--- src/hdl/srd_pkg.sv ---
// ---------------------------------------------------------------------------
// Sensor record deserializer package
// Transfer types, record kind codes, sizes and the category search helper.
// ---------------------------------------------------------------------------
package srd_pkg;

  localparam int unsigned NCAT         = 7;
  localparam int unsigned SERIAL_BYTES = 12;   // 0 to 16
  localparam int unsigned TIME_BYTES   = 4;
  localparam int unsigned CNT_W        = 4;

  localparam logic [2:0] CAT_NONE = 3'd7;

  localparam logic [1:0] KIND_TIME   = 2'd0;
  localparam logic [1:0] KIND_SAMPLE = 2'd1;
  localparam logic [1:0] KIND_END    = 2'd2;

  typedef struct packed {
    logic [7:0] data_byte;
    logic       start_of_message;
  } srd_in_t;

  typedef struct packed {
    logic [1:0]  record_kind;
    logic [2:0]  category;
    logic [15:0] sample_value;
    logic [7:0]  sample_index;
    logic [31:0] timestamp_seconds;
    logic        end_of_message;
  } srd_out_t;

  // Lowest set bit of mask at or above from; CAT_NONE when there is none.
  function automatic logic [2:0] first_set(logic [NCAT-1:0] mask, logic [2:0] from);
    logic [2:0] res;
    res = CAT_NONE;
    for (int c = NCAT - 1; c >= 0; c--) begin
      if (mask[c] && (3'(c) >= from)) begin
        res = 3'(c);
      end
    end
    return res;
  endfunction

endpackage

--- src/hdl/srd_in_stage.sv ---
// ---------------------------------------------------------------------------
// Sensor record deserializer input stage
// Registers one incoming byte transfer and holds it until the parser takes it.
// ---------------------------------------------------------------------------
module srd_in_stage (
  input  logic            clk_i,
  input  logic            rst_ni,
  input  logic            in_valid_i,
  output logic            in_stall_o,
  input  srd_pkg::srd_in_t in_data_i,
  input  logic            advance_i,
  output logic            item_valid_o,
  output srd_pkg::srd_in_t item_o
);

  logic             valid_q, valid_d;
  srd_pkg::srd_in_t data_q;
  logic             accept;

  assign in_stall_o = valid_q && !advance_i;
  assign accept     = in_valid_i && !in_stall_o;

  always_comb begin
    valid_d = valid_q;
    if (accept) begin
      valid_d = 1'b1;
    end else if (advance_i) begin
      valid_d = 1'b0;
    end
  end

  always_ff @(posedge clk_i or negedge rst_ni) begin
    if (!rst_ni) begin
      valid_q <= 1'b0;
    end else begin
      valid_q <= valid_d;
    end
  end

  always_ff @(posedge clk_i) begin
    if (accept) begin
      data_q <= in_data_i;
    end
  end

  assign item_valid_o = valid_q;
  assign item_o       = data_q;

endmodule

--- src/hdl/srd_parser.sv ---
// ---------------------------------------------------------------------------
// Sensor record deserializer parser
// Message state machine: header, counts, timestamp, serial skip and samples.
// ---------------------------------------------------------------------------
module srd_parser (
  input  logic             clk_i,
  input  logic             rst_ni,
  input  logic             step_i,
  input  srd_pkg::srd_in_t item_i,
  output logic             rec_valid_o,
  output srd_pkg::srd_out_t rec_o
);

  localparam logic [2:0] PH_IDLE    = 3'd0;
  localparam logic [2:0] PH_COUNTS  = 3'd1;
  localparam logic [2:0] PH_TIME    = 3'd2;
  localparam logic [2:0] PH_SERIAL  = 3'd3;
  localparam logic [2:0] PH_SAMPLES = 3'd4;

  localparam int unsigned NCAT  = srd_pkg::NCAT;
  localparam int unsigned CNT_W = srd_pkg::CNT_W;

  logic [2:0]       phase_q, phase_d;
  logic [NCAT-1:0]  mask_q, mask_d;
  logic [NCAT-1:0]  nz_q, nz_d;
  logic [7:0]       counts_q [NCAT];
  logic             cnt_we;
  logic [CNT_W-1:0] pcnt_q, pcnt_d;
  logic [31:0]      time_q, time_d;
  logic [7:0]       hold_q, hold_d;
  logic [2:0]       cat_q, cat_d;
  logic [7:0]       done_q, done_d;
  logic             parity_q, parity_d;

  logic [NCAT-1:0]  hdr_mask;
  logic [2:0]       nxt;
  logic [CNT_W-1:0] pcnt_inc;
  logic [7:0]       done_inc;
  logic [7:0]       byte_in;

  assign byte_in  = item_i.data_byte;
  assign pcnt_inc = pcnt_q + 1'b1;
  assign done_inc = done_q + 8'd1;

  always_comb begin
    for (int k = 0; k < NCAT; k++) begin
      hdr_mask[k] = byte_in[7-k];
    end
  end

  always_comb begin
    phase_d  = phase_q;
    mask_d   = mask_q;
    nz_d     = nz_q;
    cnt_we   = 1'b0;
    pcnt_d   = pcnt_q;
    time_d   = time_q;
    hold_d   = hold_q;
    cat_d    = cat_q;
    done_d   = done_q;
    parity_d = parity_q;
    nxt      = srd_pkg::CAT_NONE;

    rec_valid_o              = 1'b0;
    rec_o.record_kind        = srd_pkg::KIND_TIME;
    rec_o.category           = 3'd0;
    rec_o.sample_value       = 16'd0;
    rec_o.sample_index       = 8'd0;
    rec_o.end_of_message     = 1'b0;

    if (item_i.start_of_message) begin
      // Restart the parse on a header byte.
      mask_d   = hdr_mask;
      nz_d     = '0;
      pcnt_d   = '0;
      time_d   = 32'd0;
      hold_d   = 8'd0;
      done_d   = 8'd0;
      parity_d = 1'b0;
      nxt      = srd_pkg::first_set(hdr_mask, 3'd0);
      if (nxt != srd_pkg::CAT_NONE) begin
        phase_d = PH_COUNTS;
        cat_d   = nxt;
      end else begin
        phase_d = PH_TIME;
        cat_d   = 3'd0;
      end
    end else begin
      case (phase_q)
        PH_COUNTS: begin
          cnt_we       = 1'b1;
          nz_d[cat_q]  = |byte_in;
          nxt          = srd_pkg::first_set(mask_q, cat_q + 3'd1);
          if (nxt != srd_pkg::CAT_NONE) begin
            cat_d = nxt;
          end else begin
            cat_d   = 3'd0;
            phase_d = PH_TIME;
          end
        end
        PH_TIME: begin
          time_d = {time_q[23:0], byte_in};
          if (pcnt_inc < CNT_W'(srd_pkg::TIME_BYTES)) begin
            pcnt_d = pcnt_inc;
          end else begin
            pcnt_d      = '0;
            rec_valid_o = 1'b1;
            nxt         = srd_pkg::first_set(nz_q, 3'd0);
            if (srd_pkg::SERIAL_BYTES > 0) begin
              phase_d = PH_SERIAL;
            end else if (nxt != srd_pkg::CAT_NONE) begin
              phase_d  = PH_SAMPLES;
              cat_d    = nxt;
              done_d   = 8'd0;
              parity_d = 1'b0;
            end else begin
              phase_d              = PH_IDLE;
              rec_o.end_of_message = 1'b1;
            end
          end
        end
        PH_SERIAL: begin
          if ({1'b0, pcnt_q} + 5'd1 < 5'(srd_pkg::SERIAL_BYTES)) begin
            pcnt_d = pcnt_inc;
          end else begin
            pcnt_d = '0;
            nxt    = srd_pkg::first_set(nz_q, 3'd0);
            if (nxt != srd_pkg::CAT_NONE) begin
              phase_d  = PH_SAMPLES;
              cat_d    = nxt;
              done_d   = 8'd0;
              parity_d = 1'b0;
            end else begin
              // Message without samples: close it with an end record.
              phase_d              = PH_IDLE;
              rec_valid_o          = 1'b1;
              rec_o.record_kind    = srd_pkg::KIND_END;
              rec_o.end_of_message = 1'b1;
            end
          end
        end
        PH_SAMPLES: begin
          if (!parity_q) begin
            hold_d   = byte_in;
            parity_d = 1'b1;
          end else begin
            parity_d           = 1'b0;
            rec_valid_o        = 1'b1;
            rec_o.record_kind  = srd_pkg::KIND_SAMPLE;
            rec_o.category     = cat_q;
            rec_o.sample_value = {hold_q, byte_in};
            rec_o.sample_index = done_q;
            done_d             = done_inc;
            if (done_inc >= counts_q[cat_q]) begin
              nxt = srd_pkg::first_set(nz_q, cat_q + 3'd1);
              if (nxt != srd_pkg::CAT_NONE) begin
                cat_d  = nxt;
                done_d = 8'd0;
              end else begin
                phase_d              = PH_IDLE;
                rec_o.end_of_message = 1'b1;
              end
            end
          end
        end
        default: begin
          // Drop bytes outside a message.
        end
      endcase
    end

    rec_o.timestamp_seconds = time_d;
  end

  always_ff @(posedge clk_i or negedge rst_ni) begin
    if (!rst_ni) begin
      phase_q  <= PH_IDLE;
      mask_q   <= '0;
      nz_q     <= '0;
      pcnt_q   <= '0;
      time_q   <= 32'd0;
      hold_q   <= 8'd0;
      cat_q    <= 3'd0;
      done_q   <= 8'd0;
      parity_q <= 1'b0;
    end else if (step_i) begin
      phase_q  <= phase_d;
      mask_q   <= mask_d;
      nz_q     <= nz_d;
      pcnt_q   <= pcnt_d;
      time_q   <= time_d;
      hold_q   <= hold_d;
      cat_q    <= cat_d;
      done_q   <= done_d;
      parity_q <= parity_d;
    end
  end

  // Counts are read only where the nonzero mask marks them written.
  always_ff @(posedge clk_i) begin
    if (step_i && cnt_we) begin
      counts_q[cat_q] <= byte_in;
    end
  end

endmodule

--- src/hdl/srd_out_stage.sv ---
// ---------------------------------------------------------------------------
// Sensor record deserializer output stage
// Result register that holds a record until the receiving side takes it.
// ---------------------------------------------------------------------------
module srd_out_stage (
  input  logic              clk_i,
  input  logic              rst_ni,
  input  logic              load_i,
  input  srd_pkg::srd_out_t rec_i,
  output logic              free_o,
  output logic              out_valid_o,
  input  logic              out_stall_i,
  output srd_pkg::srd_out_t out_data_o
);

  logic              valid_q, valid_d;
  srd_pkg::srd_out_t data_q;

  assign free_o = !valid_q || !out_stall_i;

  always_comb begin
    valid_d = valid_q;
    if (load_i) begin
      valid_d = 1'b1;
    end else if (!out_stall_i) begin
      valid_d = 1'b0;
    end
  end

  always_ff @(posedge clk_i or negedge rst_ni) begin
    if (!rst_ni) begin
      valid_q <= 1'b0;
    end else begin
      valid_q <= valid_d;
    end
  end

  always_ff @(posedge clk_i) begin
    if (load_i) begin
      data_q <= rec_i;
    end
  end

  assign out_valid_o = valid_q;
  assign out_data_o  = data_q;

endmodule

--- src/hdl/sensor_record_deserializer_core.sv ---
// ---------------------------------------------------------------------------
// Sensor record deserializer core
// Byte-stream parser for sensor-record messages.
// ---------------------------------------------------------------------------
// Takes one message byte per transfer and sustains one byte per clock while
// the output side does not stall. A byte is registered on acceptance and is
// parsed by the state machine when the result register can take its record.
// Any record it produces lands in the result register at the end of that
// cycle, so a record is offered only after its last byte has passed both the
// input register and the result register. A held result stalls parsing at
// once, and the input stalls as soon as the input register also holds a byte.
// ---------------------------------------------------------------------------
module sensor_record_deserializer_core (
  input  logic              clk_i,
  input  logic              rst_ni,
  input  logic              in_valid_i,
  output logic              in_stall_o,
  input  srd_pkg::srd_in_t  in_data_i,
  output logic              out_valid_o,
  input  logic              out_stall_i,
  output srd_pkg::srd_out_t out_data_o
);

  logic              item_valid;
  srd_pkg::srd_in_t  item;
  logic              out_free;
  logic              advance;
  logic              rec_valid;
  srd_pkg::srd_out_t rec;

  // Parse a byte only when the result register can take what it produces.
  assign advance = item_valid && out_free;

  srd_in_stage u_in_stage (
    .clk_i        (clk_i),
    .rst_ni       (rst_ni),
    .in_valid_i   (in_valid_i),
    .in_stall_o   (in_stall_o),
    .in_data_i    (in_data_i),
    .advance_i    (advance),
    .item_valid_o (item_valid),
    .item_o       (item)
  );

  srd_parser u_parser (
    .clk_i       (clk_i),
    .rst_ni      (rst_ni),
    .step_i      (advance),
    .item_i      (item),
    .rec_valid_o (rec_valid),
    .rec_o       (rec)
  );

  srd_out_stage u_out_stage (
    .clk_i       (clk_i),
    .rst_ni      (rst_ni),
    .load_i      (advance && rec_valid),
    .rec_i       (rec),
    .free_o      (out_free),
    .out_valid_o (out_valid_o),
    .out_stall_i (out_stall_i),
    .out_data_o  (out_data_o)
  );

endmodule

--- config.mk ---
export PLATFORM = sky130hd
export DESIGN_NAME = sensor_record_deserializer_core
export DESIGN_NICKNAME = d
export VERILOG_FILES = /design/src/hdl/srd_pkg.sv /design/src/hdl/srd_in_stage.sv /design/src/hdl/srd_parser.sv /design/src/hdl/srd_out_stage.sv /design/src/hdl/sensor_record_deserializer_core.sv
export SDC_FILE = /design/constraint.sdc
export NUM_CORES = 1
export LEC_CHECK = 0
export BUFFER_PORTS_ARGS = -buffer_cell sky130_fd_sc_hd__buf_2
export CORE_AREA = 2 2 184 96
export DETAILED_ROUTE_END_ITERATION = 7
export DIE_AREA = 0 0 186 98
export PLACE_DENSITY_LB_ADDON = 0.3
export SLEW_MARGIN = 20
export SYNTH_ARGS = -nofsm -noshare
export SYNTH_HDL_FRONTEND = slang
export SYNTH_SLANG_ARGS = --single-unit
--- constraint.sdc ---
create_clock -name clk_i -period 6.6 [get_ports clk_i]
set_input_delay 1.32 -clock clk_i [delete_from_list [all_inputs] [get_ports clk_i]]
set_output_delay 1.32 -clock clk_i [all_outputs]
set_load 0.05 [all_outputs]
## Word-level counts from Yosys, hierarchy flattened

Memories as Yosys holds them, arrays and structs flattened.
Index checks and enable logic that the tools add are counted.

| word-level totals | value |
|---|---|
| bits in registers | 146 |
| bits in latches | 0 |
| memory bits (writable) | 56 |
| memory bits (read-only) | 0 |
| bits of input ports | 13 |
| logic and storage cells | 203 |
| memories kept | 1 |

Memories:

| name | depth | bits a word | read ports | clocked after Yosys merged registers in | wr ports | RTL line | RTL |
|---|---|---|---|---|---|---|---|
| u_parser.counts_q | 7 | 8 | 1 | 0 | 1 | srd_parser.sv:26 | `logic [7:0] counts_q [NCAT];` |

| operators by class | value |
|---|---|
| add/subtract/negate cells | 4 |
| $mul | 0 |
| divide/modulo/power cells | 0 |
| magnitude comparators | 12 |
| eq/ne operators | 18 |
| shift operators | 0 |
| muxes and demuxes | 105 |
| bitwise gates (word level) | 2 |
| reduce and logical (&&, ||, !) cells | 42 |

Operators with widths:

| kind | number |
|---|---|
| $mux W3 | 44 |
| $mux W8 | 9 |
| $mux W32 | 2 |
| $mux W28 | 1 |
| $mux W1 | 25 |
| $ne A3 B3 Y1 const B | 8 |
| $logic_and A1 B1 Y1 | 20 |
| $mux W2 | 9 |
| $pmux W8 S2 | 1 |
| $mux W7 | 2 |
| $mux W4 | 3 |
| $ne A3 B2 Y1 const B | 4 |
| $pmux W3 S4 | 1 |
| $ge A3 B3 Y1 const A | 3 |
| $pmux W3 S3 | 1 |
| $add A8 B1 Y8 const B | 1 |
| $ge A8 B8 Y1 | 1 |
| $pmux W4 S2 | 1 |
| $reduce_and A8 Y1 | 1 |
| $reduce_or A8 Y1 | 1 |
| $bwmux W7 | 1 |
| $reduce_and A7 Y1 | 1 |
| $eq A3 B2 Y1 const B | 2 |
| $ge A1 B3 Y1 const A | 2 |
| other kinds (28) | 39 |

## Depth between registers and ports, before layout

Gate-level depths: netlist (run 1).

| depth | value |
|---|---|
| word-level depth | 20 |
| gate-level depth with buffers | 15 |
| gate-level depth less buffers | 13 |

## Cells and area by module

Synthesis (run 1) repeated with hierarchy kept, for this count alone.

| unflattened totals | value |
|---|---|
| cell total of the unflattened synthesis | 769 |
| area total of the unflattened synthesis | 9140.0 µm² |

By module, submodules not included:

| module | times used | cells an instance | area each (µm²) |
|---|---|---|---|
| srd_parser | 1 | 688 | 6901.6 |
| srd_out_stage | 1 | 65 | 1898.1 |
| srd_in_stage | 1 | 14 | 327.8 |
| sensor_record_deserializer_core | 1 | 2 | 12.5 |

## Worst setup path before layout (run 1)

OpenSTA, ideal clock, no wires.

| timing | value |
|---|---|
| kind | input-to-reg |
| from | input port out_stall_i |
| to | register u_out_stage.data_q, in the netlist u_out_stage.out_data_o[0], enable pin |
| library setup time | 0.396 ns |
| arrival | 2.819 ns |
| data required time | 6.204 ns |
| setup slack | 3.385 ns |
| stages | 5 |
| path buffers | 1 |
| cell sequence | nand2_1 > nand2_1 > buf_1 > nor2_1 > o221a_2 |

| on the way | value |
|---|---|
| longest elaborated chain between the ends | 4 |

Ends and longest elaborated chain:

| item | RTL line | RTL |
|---|---|---|
| from (decl) | sensor_record_deserializer_core.sv:20 | `input logic out_stall_i,` |
| $logic_not A1 Y1 | srd_out_stage.sv:19 | `assign free_o = !valid_q \|\| !out_stall_i;` |
| $logic_or A1 B1 Y1 | srd_out_stage.sv:19 |  |
| $logic_and A1 B1 Y1 | sensor_record_deserializer_core.sv:32 | `assign advance = item_valid && out_free;` |
| $logic_and A1 B1 Y1 | sensor_record_deserializer_core.sv:57 | `.load_i (advance && rec_valid),` |
| via u_out_stage.load_i | srd_out_stage.sv:8 | `input logic load_i,` |
| to (signal assigned) | srd_out_stage.sv:40 | `data_q <= rec_i;` |
| to (decl) | srd_out_stage.sv:17 | `srd_pkg::srd_out_t data_q;` |

The timed path passes the listed nets, and every way through them passes these cells.
A chain may end at the register's enable or synchronous reset.

## Final worst setup path (run 1)

| timing | value |
|---|---|
| from | register u_parser.cat_q[0] |
| to | register u_parser.cat_q[2] |

| on the way | value |
|---|---|
| longest elaborated chain between the ends | 17 |
| elaborated cells between the ends (all ways) | 55 |

Ends and longest elaborated chain:

| item | RTL line | RTL |
|---|---|---|
| from (decl) | srd_parser.sv:31 | `logic [2:0] cat_q, cat_d;` |
| from (signal assigned) | srd_parser.sv:193 | `cat_q <= cat_d;` |
| $add A3 B1 Y3 | srd_parser.sv:93, srd_parser.sv:155 |  |
| $ge A3 B3 Y1 | srd_pkg.sv:37 | `if (mask[c] && (3'(c) >= from)) begin` |
| $logic_and A1 B1 Y1 | srd_pkg.sv:37 |  |
| $mux W1 | srd_pkg.sv:37 |  |
| $mux W2 (2 in series) | srd_pkg.sv:37 |  |
| $mux W3 (4 in series) | srd_pkg.sv:37 |  |
| $mux W3 | srd_parser.sv:154 | `if (done_inc >= counts_q[cat_q]) begin` |
| $mux W3 | srd_parser.sv:143 | `if (!parity_q) begin` |
| $mux W3 | srd_parser.sv:89 | `case (phase_q)` |
| $mux W3 | srd_parser.sv:71 | `if (item_i.start_of_message) begin` |
| $ne A3 B3 Y1 | srd_parser.sv:156 | `if (nxt != srd_pkg::CAT_NONE) begin` |
| $ne A3 B2 Y1 (no line) | -- |  |
| $reduce_and A7 Y1 (no line) | -- |  |

Several ways; a longest one is shown, not always the timed one. The select of a mux whose other input is x is not followed.

==> impl_metrics.toml, run 1 <==
[clocking]
cts_resized = 0
cts_tree = "built"
htreeDepth = 1
clock_latency_ns = 0.49
numCtsBuffers = 19
clk_pin_slew_ns = 0.07
cts_hold_buf = 0
ctsLongestPathBuffers = 3
post-cts-setup-buffers = 0
clock_sinks = 202
cts-root-buf = "clkbuf_16"

[cells_and_area]
stdcell_area_um2 = 10100
fin_cells = 1063
finalNetCount = 844
areaGrowthSynthToFinish_pct = 13.0
drive_gt1_frac = 0.166
fin_util = 0.602
diodes = 0

[sta]
fin_skew_ns = 0.0205
tightest_slew_ns = 1.06
tns_ns = 0
relSlewSlack = 0.293
hold_violations = 0
fin_crit_sh = 0.641
min_period_ns = 4.23
rsz0062_at_grt = "no"
maxSlewViolCount = 0
finalSetupViolCount = 0
fmax_mhz = 236

[placed_design]
place_inst = 1030
gp_congestion = 1.03
port_buffers = 76
placed_area_um2 = 9550
dp_hpwl_um = 15400

[logic_synthesis]
synthesis.area_um2 = 8950
async_flop_share = 0.371
synth-main-ff-cell = "edfxtp_1"
synth_edf_count = 127
seq_area_frac_synth = 0.635
synth_cell_types = 72
yosysWarnings = 0
syn_nets = 778
synthCells = 751
synth.avg_cell_area_um2 = 11.9
ys_ff_latch = 202

[global_route]
grt_pass1_wl_um = 35700
grt_max_degree = 76
grt_pass1_vias = 6136
grt.overflow.total = 0
antenna_found_initial = 0
grt_usage = 0.258

[setup_path]
reg2regPathDepth = 13
cp_num_cells = 13
path_buf_inv = 1
crit_chain = "inv_1 -> nor2_1 -> a222oi_1 -> nand2_1 -> o21ai_0 -> ha_1 -> a21o_1 -> a211oi_1 -> o21ai_0 -> a21oi_1 -> o21ai_0 -> o311a_4 -> mux2_4"
startpoint_type = "flip-flop"
path_max_fanout = 24
cp.arrival_ns = 4.61
cpMostUsedCell = "o21ai_0"
critical_path.max_stage_delay_ns = 1.04
path_class = "flip-flop to flip-flop"
path_delay_family = "compound AO/OA/AOI/OAI gates"
cp-end-kind = "flip-flop"
cp_slowest_cell = "dfrtp_1"
required_ns = 6.98

[floorplan]
die_w_um = 186
core_um2 = 16800
dieArea_um2 = 18200
start_util = 0.533
die_height_um = 98
ioPinCount = 77
rows = 34

[power_and_ir_drop]
total_power_mw = 3.48
vdd_drop_max_uv = 217
p_leak_nw = 3.94
powerDensity_nw_per_um2 = 343

[drt]
drtPass1Iterations = 7
vias = 6501
wl_per_cell_um = 21.4
vias_per_cell = 6.12
drc = 0
ant_nets = 0
wirelength_um = 22800
initialDrtViolationCount = 824

[status]
outcome = "finished, final reports clean"

[job]
cap_violations = 0

[hold_path]
hp-class = "flip-flop to flip-flop"
min_path_cells = 2
metrics by stage:
stage                     worst slack, ns  hold WS (ns)
final                                2.37         0.496
after global routing                 2.07         0.515
after CTS                            2.51         0.498
after detailed placement             2.52         0.482
after global placement               2.69         0.478
after floorplan                      3.39         0.438
registers in the layout, summed over array words and instances (netlist names):
signal and flops:
u_parser.cat_q 3, u_out_stage.out_data_o 62, u_in_stage.item_o 9, u_parser.hold_q 8
u_parser.pcnt_q 4, u_parser.nz_q 7, u_parser.time_q 32, u_in_stage.item_valid_o 1
u_out_stage.out_valid_o 1, u_parser.parity_q 1, u_parser.phase_q 3, u_parser.mask_q 7
u_parser.counts_q 56, u_parser.done_q 8
cell usage in the layout (no fill, tap or decap), drive strengths merged, types with 4 or more instances in the layout:
cell,count
and3,31
buf,87
nand2,134
nor2,41
mux4,4
mux2,4
nor3,14
a22o,38
clkinv,7
a221oi,4
a21oi,53
dfrtp,75
a31oi,8
inv,10
edfxtp,127
clkbuf,25
nand2b,14
and2,6
o211ai,5
nor2b,6
ha,14
a21o,5
o21ai,35
a211oi,5
mux2i,12
nand3,15
kinds of logic after synthesis:
logic type                 count (synthesis)  synth area share
xor gates and xnor gates                   5           0.00573
adders and majority gates                 14            0.0196
and+or+nand+nor                          279             0.148
muxes                                     20            0.0289
AOI/OAI and AO/OA                        180             0.140
DFF                                      202             0.635
buffers and inverters                     51            0.0224
path summary, 6_finish.rpt:
check	start	endpoint	slack, ns
min in group asynchronous	rst_ni	u_parser.time_q[24]$_DFFE_PN0P_	0.99
max in group asynchronous	rst_ni	u_parser.time_q[4]$_DFFE_PN0P_	4.97
min	u_parser.mask_q[1]$_DFFE_PN0P_	u_parser.mask_q[1]$_DFFE_PN0P_	0.50
max reg2reg	u_parser.cat_q[0]$_DFFE_PN0P_	u_parser.cat_q[2]$_DFFE_PN0P_	2.37
min reg2reg	u_parser.mask_q[1]$_DFFE_PN0P_	u_parser.mask_q[1]$_DFFE_PN0P_	0.50
max	u_parser.cat_q[0]$_DFFE_PN0P_	u_parser.cat_q[2]$_DFFE_PN0P_	2.37
final cells by class:
cell class | instances | area (um2)
flip-flops and latches | 202 | 5690
multi-input cells | 498 | 3080
inverters | 9 | 33.8
fillers | 1347 | 6680
clock inverters | 8 | 36.3
repair buffers | 87 | 465
well taps | 234 | 293
clock buffers | 25 | 518
power breakdown:
group	leakage [nW]	total, mW	internal, mW	switching (mW)
Sequential	2.10	1.59	1.43	0.161
Combinational	1.57	0.870	0.309	0.562
Clock	0.271	1.02	0.552	0.465
layer usage:
layer | GRT usage | vias to the layer above | wire length, um
met2 | 0.339 | 329 | 9200
met5 | 0 | - | 0
met3 | 0.0556 | 32 | 2040
met1 | 0.431 | 3234 | 11100
met4 | 0.0563 | 0 | 420
li1 | - | 2906 | -
worst min-delay path, cell delays in order (launching register included):
cell	delay [ns]
dfrtp_1	0.35
nand2_1	0.06
nand2_1	0.06
synth_stat cells, drive strengths merged, types with 5 or more instances:
| library cell | n | area (um2) |
|---|---|---|
| nand2 | 134 | 503 |
| edfxtp | 127 | 3810 |
| dfrtp | 75 | 1880 |
| a21oi | 53 | 269 |
| nor2 | 41 | 154 |
| a22o | 38 | 333 |
| clkbuf | 35 | 131 |
| o21ai | 35 | 175 |
| and3 | 31 | 194 |
| nand3 | 15 | 75.1 |
| ha | 14 | 175 |
| nand2b | 14 | 87.6 |
| nor3 | 14 | 80.1 |
| mux2i | 12 | 120 |
| inv | 9 | 33.8 |
| a31oi | 8 | 50.1 |
| buf | 7 | 35.0 |
| and2 | 6 | 37.5 |
| nor2b | 6 | 37.5 |
| a211oi | 5 | 37.5 |
| a21o | 5 | 37.5 |
| o211ai | 5 | 37.5 |
Power figures use the tool's default switching activity.
==> run 2: changes to the inputs <==
clock period = 4.4 ns   (was 6.6 ns; I/O delays follow)
==> run 2 against run 1 <==
- hold slack worse by 0.21 ns
- sequential cell count stayed put
- die area is the same
- utilization rose by 0.79 points
- final cell count is 0.94% higher
- count of clock-buffer cells in the layout rose by 3
- total power increased by 54%
- critical path depth down 1
- combinational power is 57% higher
- fmax rose by 15%
- clock power increased by 62%
==> impl_metrics.toml, run 2 (synthesis results as in run 1) <==
[power_and_ir_drop]
powerDensity_nw_per_um2 = 522
total_power_mw = 5.35
p_comb_frac = 0.255
p_int_mw = 3.56
p_leak_nw = 4.01
p_clk_frac = 0.308
switchingPower_mw = 1.79
vdd_drop_max_uv = 315
power_switching_share = 0.335
seqPwrFrac = 0.436

[global_route]
grt_usage = 0.259
grt_pass1_vias = 6087
grt_pass1_wl_um = 35700
grt_max_degree = 76
antenna_found_initial = 0
grt.overflow.total = 0

[clocking]
post-cts-setup-buffers = 0
cts_resized = 0
numCtsBuffers = 20
cts_tree = "built"
cts-root-buf = "clkbuf_16"
ctsLongestPathBuffers = 3
clk_pin_slew_ns = 0.06
cts_hold_buf = 0
htreeDepth = 1
clock_latency_ns = 0.50
clock_sinks = 202

[placed_design]
place_inst = 1036
dp_hpwl_um = 15700
place_ws_ns = 0.934
placed_area_um2 = 9600
port_buffers = 76
gp_congestion = 0.921

[drt]
drc = 0
drtPass1Iterations = 6
ant_nets = 0
vias = 6468
wirelength_um = 23000
initialDrtViolationCount = 733
vias_per_cell = 6.03
wl_per_cell_um = 21.4

[setup_path]
required_ns = 4.77
cp.arrival_ns = 4.04
path_max_fanout = 20
r2r_setup_slack_ns = 0.73
r2r-start = "u_parser.cat_q[2]$_DFFE_PN0P_"
reg2regPathDepth = 12
cp-end-kind = "flip-flop"
path_class = "flip-flop to flip-flop"
r2r_end = "u_parser.phase_q[0]$_DFFE_PN0P_"
startpoint_type = "flip-flop"

[sta]
rsz0062_at_grt = "no"
tightest_slew_ns = 1.04
hold_violations = 0
min_period_ns = 3.67
finalSetupViolCount = 0
relSlewSlack = 0.298
fmax_mhz = 273
fin_skew_ns = 0.0170
maxSlewViolCount = 0
tns_ns = 0
hold_slack_ns = 0.288
setup_slack_ns = 0.735
fin_crit_sh = 0.833

[cells_and_area]
fin_cells = 1073
mostFrequentLayoutCells = "nand2_1 (134), edfxtp_1 (127), buf_2 (75), dfrtp_1 (75), a21oi_1 (52)"
fin_util = 0.610
diodes = 0
drive_gt1_frac = 0.175
stdcell_area_um2 = 10300
finalNetCount = 852
areaGrowthSynthToFinish_pct = 14.5
largest_register_ffs = 62
layout_commonest_cell = "nand2_1"
n_fill_cell = 1337

[floorplan]
ioPinCount = 77
start_util = 0.533
die_w_um = 186
dieArea_um2 = 18200
rows = 34
die_height_um = 98
core_um2 = 16800

[hold_path]
hp-class = "primary input to async pin"

[status]
outcome = "finished, final reports clean"

[job]
cap_violations = 0
## run 2: cell type report
class                           instances  area [um2]  area share
Clock buffer                           28         552      0.0538
Sequential cell                       202        5690       0.555
Inverter                                9        33.8     0.00330
Timing Repair Buffer                   94         538      0.0525
Tap cell                              234         293      0.0286
Clock inverter                          8        67.6     0.00659
Multi-Input combinational cell        498        3080       0.300
## run 2: metal layers
metal / share of wire / track usage
met1: 0.50 / 0.445
met2: 0.39 / 0.332
met3: 0.10 / 0.0615
met4: 0.011 / 0.0430
met5: 0 / 0
## run 2: worst max path at each step
stage / startpoint / end / slack, ns / cells after the start
after detailed placement: u_parser.cat_q[2]$_DFFE_PN0P_ / u_parser.cat_q[2]$_DFFE_PN0P_ / 0.93 / 12
final: u_parser.cat_q[2]$_DFFE_PN0P_ / u_parser.phase_q[0]$_DFFE_PN0P_ / 0.73 / 12
after CTS: u_parser.cat_q[2]$_DFFE_PN0P_ / u_parser.cat_q[2]$_DFFE_PN0P_ / 0.89 / 12
after global routing: u_parser.cat_q[2]$_DFFE_PN0P_ / u_parser.cat_q[2]$_DFFE_PN0P_ / 0.63 / 12
after global placement: u_parser.cat_q[2]$_DFFE_PN0P_ / u_parser.cat_q[2]$_DFFE_PN0P_ / 0.98 / 12
after floorplan: u_parser.cat_q[0]$_DFFE_PN0P_ / u_parser.cat_q[2]$_DFFE_PN0P_ / 1.21 / 14
## run 2: critical path, cell delays in order, from the launching register on
cell and delay, ns:
dfrtp_1 0.80, nor2_1 0.31, a222oi_1 0.53, nand2_1 0.10, o21ai_0 0.10, ha_1 0.27
a21o_1 0.18, a211oi_1 0.21, o21ai_0 0.12, a21oi_1 0.26, nor2b_1 0.13, o21ba_4 0.22
mux2_1 0.32
## run 2: power groups by stage
| stage | Sequential, mW | Clock [mW] | Combinational (mW) |
|---|---|---|---|
| 2_1_floorplan | 2.28 | 0 | 0.989 |
| 3_3_place_gp | 2.36 | 0 | 1.29 |
| 3_5_place_dp | 2.36 | 0 | 1.32 |
| 4_1_cts | 2.33 | 1.67 | 1.33 |
| 5_1_grt | 2.35 | 1.75 | 1.48 |
| 6_report | 2.34 | 1.65 | 1.37 |
==> run 3: changes to the inputs <==
ABC_AREA = 1   (was not set)
CORE_AREA = 2 2 185 96   (was 2 2 184 96)
DIE_AREA = 0 0 187 98   (was 0 0 186 98)
clock period = 3.74 ns   (was 4.4 ns; I/O delays follow)
==> run 3 against run 2 <==
- hold slack got worse by 0.10 ns
- synthesized cell count grew 19%
- area after synthesis increased by 0.80%
- worst setup slack worse by 0.26 ns
- register-to-register slack worse by 0.26 ns
- highest routed layer unchanged
- sequential share of layout area up 0.054 points
- via count rose by 2.9%
- routed wire length is 6.1% lower
==> impl_metrics.toml, run 3 <==
[drt]
vias = 6654
wl_per_cell_um = 17.8
wirelength_um = 21600
drtPass1Iterations = 7
initialDrtViolationCount = 841
ant_nets = 0
vias_per_cell = 5.48
drc = 0

[setup_path]
critical_path.max_stage_delay_ns = 0.55
path_max_fanout = 9
r2r-start = "u_parser.cat_q[1]$_DFFE_PN0P_"
reg2regPathDepth = 15
required_ns = 4.13
cp_slowest_cell = "nor3_2"
cpMostUsedCell = "nand2_1"
setup.worst_path.start = "u_parser.cat_q[1]$_DFFE_PN0P_"
path_class = "flip-flop to flip-flop"
path_delay_family = "simple AND/OR/NAND/NOR gates"
endpoint = "u_parser.phase_q[0]$_DFFE_PN0P_"
startpoint_type = "flip-flop"
cp_num_cells = 15
crit_chain = "inv_1 -> nor3_2 -> nand2_1 -> nand4_1 -> a211oi_1 -> ha_1 -> nand2_1 -> o21ai_0 -> nand2_1 -> o2111ai_1 -> nor2_1 -> a21oi_2 -> nand2_1 -> nand2_1 -> nand2_1"
r2r_end = "u_parser.phase_q[0]$_DFFE_PN0P_"
cp-end-kind = "flip-flop"
cp.arrival_ns = 3.65
path_buf_inv = 1
r2r_setup_slack_ns = 0.48

[clocking]
cts-root-buf = "clkbuf_16"
post-cts-setup-buffers = 0
clock_latency_ns = 0.49
clk_pin_slew_ns = 0.07
numCtsBuffers = 18
clock_sinks = 202
cts_resized = 0
ctsLongestPathBuffers = 3
cts_hold_buf = 0
cts_tree = "built"
htreeDepth = 1

[global_route]
use_met3 = 0.0960
grt_usage = 0.241
grt-busiest-layer = "met1"
grt.overflow.total = 0
grtUsageMet2 = 0.273
grt_max_degree = 76
antenna_found_initial = 0
grt_pass1_wl_um = 34100
grt_pass1_vias = 6004
use_met1 = 0.413

[sta]
maxSlewViolCount = 0
fin_crit_sh = 0.873
fin_skew_ns = 0.0162
relSlewSlack = 0.382
setup_slack_ns = 0.475
fmax_mhz = 306
tightest_slew_ns = 0.922
tns_ns = 0
rsz0062_at_grt = "no"
finalSetupViolCount = 0
hold_violations = 0
min_period_ns = 3.26

[power_and_ir_drop]
powerDensity_nw_per_um2 = 604
vdd_drop_max_uv = 391
p_leak_nw = 4.28

[cells_and_area]
diodes = 0
layout_commonest_cell = "nand2_1"
areaGrowthSynthToFinish_pct = 13.5
mostFrequentLayoutCells = "nand2_1 (181), inv_1 (137), edfxtp_1 (127)"
drive_gt1_frac = 0.146
n_fill_cell = 1389
largest_register_ffs = 62
finalNetCount = 995

[floorplan]
dieArea_um2 = 18300
start_util = 0.534
die_height_um = 98
core_um2 = 16900
die_w_um = 187
rows = 34
ioPinCount = 77

[logic_synthesis]
async_flop_share = 0.371
synth-main-ff-cell = "edfxtp_1"
synth.avg_cell_area_um2 = 10.1
yosysWarnings = 0
synth_edf_count = 127
synth_cell_types = 45
syn_nets = 917
synthCells = 890
synth_most_common_cell = "nand2_1"
synthesis.area_um2 = 9030
yosys-top-cells-count = "nand2_1 (181), inv_1 (138), edfxtp_1 (127), nor2_1 (101), dfrtp_1 (75)"
synth_top_area_frac = 0.423
yosys-top-cells-area = "edfxtp_1 (42%), dfrtp_1 (21%), nand2_1 (7.5%)"
seq_area_frac_synth = 0.630
ys_ff_latch = 202
synth_top_cell_by_area = "edfxtp_1"

[hold_path]
hp-class = "primary input to async pin"

[placed_design]
port_buffers = 76
dp_hpwl_um = 15300
gp_congestion = 0.992
place_ws_ns = 0.631

[status]
outcome = "finished, final reports clean"

[job]
cap_violations = 0
## run 3: changes by cell type in the layout (fill, tap and decap cells not counted), sizes merged, moves of 14 or more
cell    before  now
a21oi       53   18
a22o        38    7
and3        31    0
inv         10  144
nand2      134  188
nand2b      14    0
nor2        41  107
o21ai       35   59
o22ai        3   37
## run 3: worst min-delay path by stage
stage,from,end,slack [ns],cells past startpoint
4_1_cts,in_data_i[1],u_in_stage.item_o[1]$_DFFE_PP_,0.42,1
6_report,rst_ni,u_parser.done_q[1]$_DFFE_PN0P_,0.19,1
2_1_floorplan,rst_ni,u_in_stage.item_valid_o$_DFFE_PN0P_,0.45,0
3_5_place_dp,u_parser.done_q[5]$_DFFE_PN0P_,u_parser.done_q[5]$_DFFE_PN0P_,0.47,2
3_3_place_gp,u_parser.done_q[5]$_DFFE_PN0P_,u_parser.done_q[5]$_DFFE_PN0P_,0.46,2
5_1_grt,rst_ni,u_parser.hold_q[2]$_DFFE_PN0P_,0.21,1
## run 3: cells by family after synthesis
| family | Yosys count | synth area share |
|---|---|---|
| AOI/OAI and AO/OA | 143 | 0.0965 |
| xor gates and xnor gates | 8 | 0.00860 |
| adders and majority gates | 14 | 0.0194 |
| buffers and inverters | 171 | 0.0754 |
| DFF | 202 | 0.630 |
| and+or+nand+nor | 352 | 0.170 |
## run 3: cell type report
| class | instances | area (um2) | area share |
|---|---|---|---|
| Sequential cell | 202 | 5690 | 0.556 |
| Multi-Input combinational cell | 517 | 2670 | 0.260 |
| Inverter | 145 | 549 | 0.0536 |
| Clock buffer | 26 | 512 | 0.0500 |
| Timing Repair Buffer | 84 | 475 | 0.0464 |
| Tap cell | 234 | 293 | 0.0286 |
| Clock inverter | 6 | 57.6 | 0.00562 |
## run 3: power by group
| group | switching [mW] | total, mW | internal, mW |
|---|---|---|---|
| registers | 0.200 | 2.74 | 2.54 |
| logic | 1.13 | 1.63 | 0.500 |
| clock network | 0.793 | 1.82 | 1.03 |
| total | 2.13 | 6.19 | 4.06 |
## run 3: layer usage
layer,up-vias,routed length [um],share of wire
li1,3116,-,-
met1,3122,10800,0.50
met2,388,7390,0.34
met3,28,3090,0.14
met4,0,301,0.014
met5,-,0,0
## run 3: per-stage QoR
stage          hold WS (ns)  cell area, um2   util  total power [mW]  instances
5_1_grt               0.208           10200  0.606              6.53       1214
4_1_cts               0.422           10200  0.605              6.15       1213
3_3_place_gp          0.465            9650  0.571              4.31       1181
2_1_floorplan         0.449            9030      -              3.92        890
3_5_place_dp          0.470            9650  0.571              4.33       1181
6_report              0.188           10200  0.606              6.19       1214
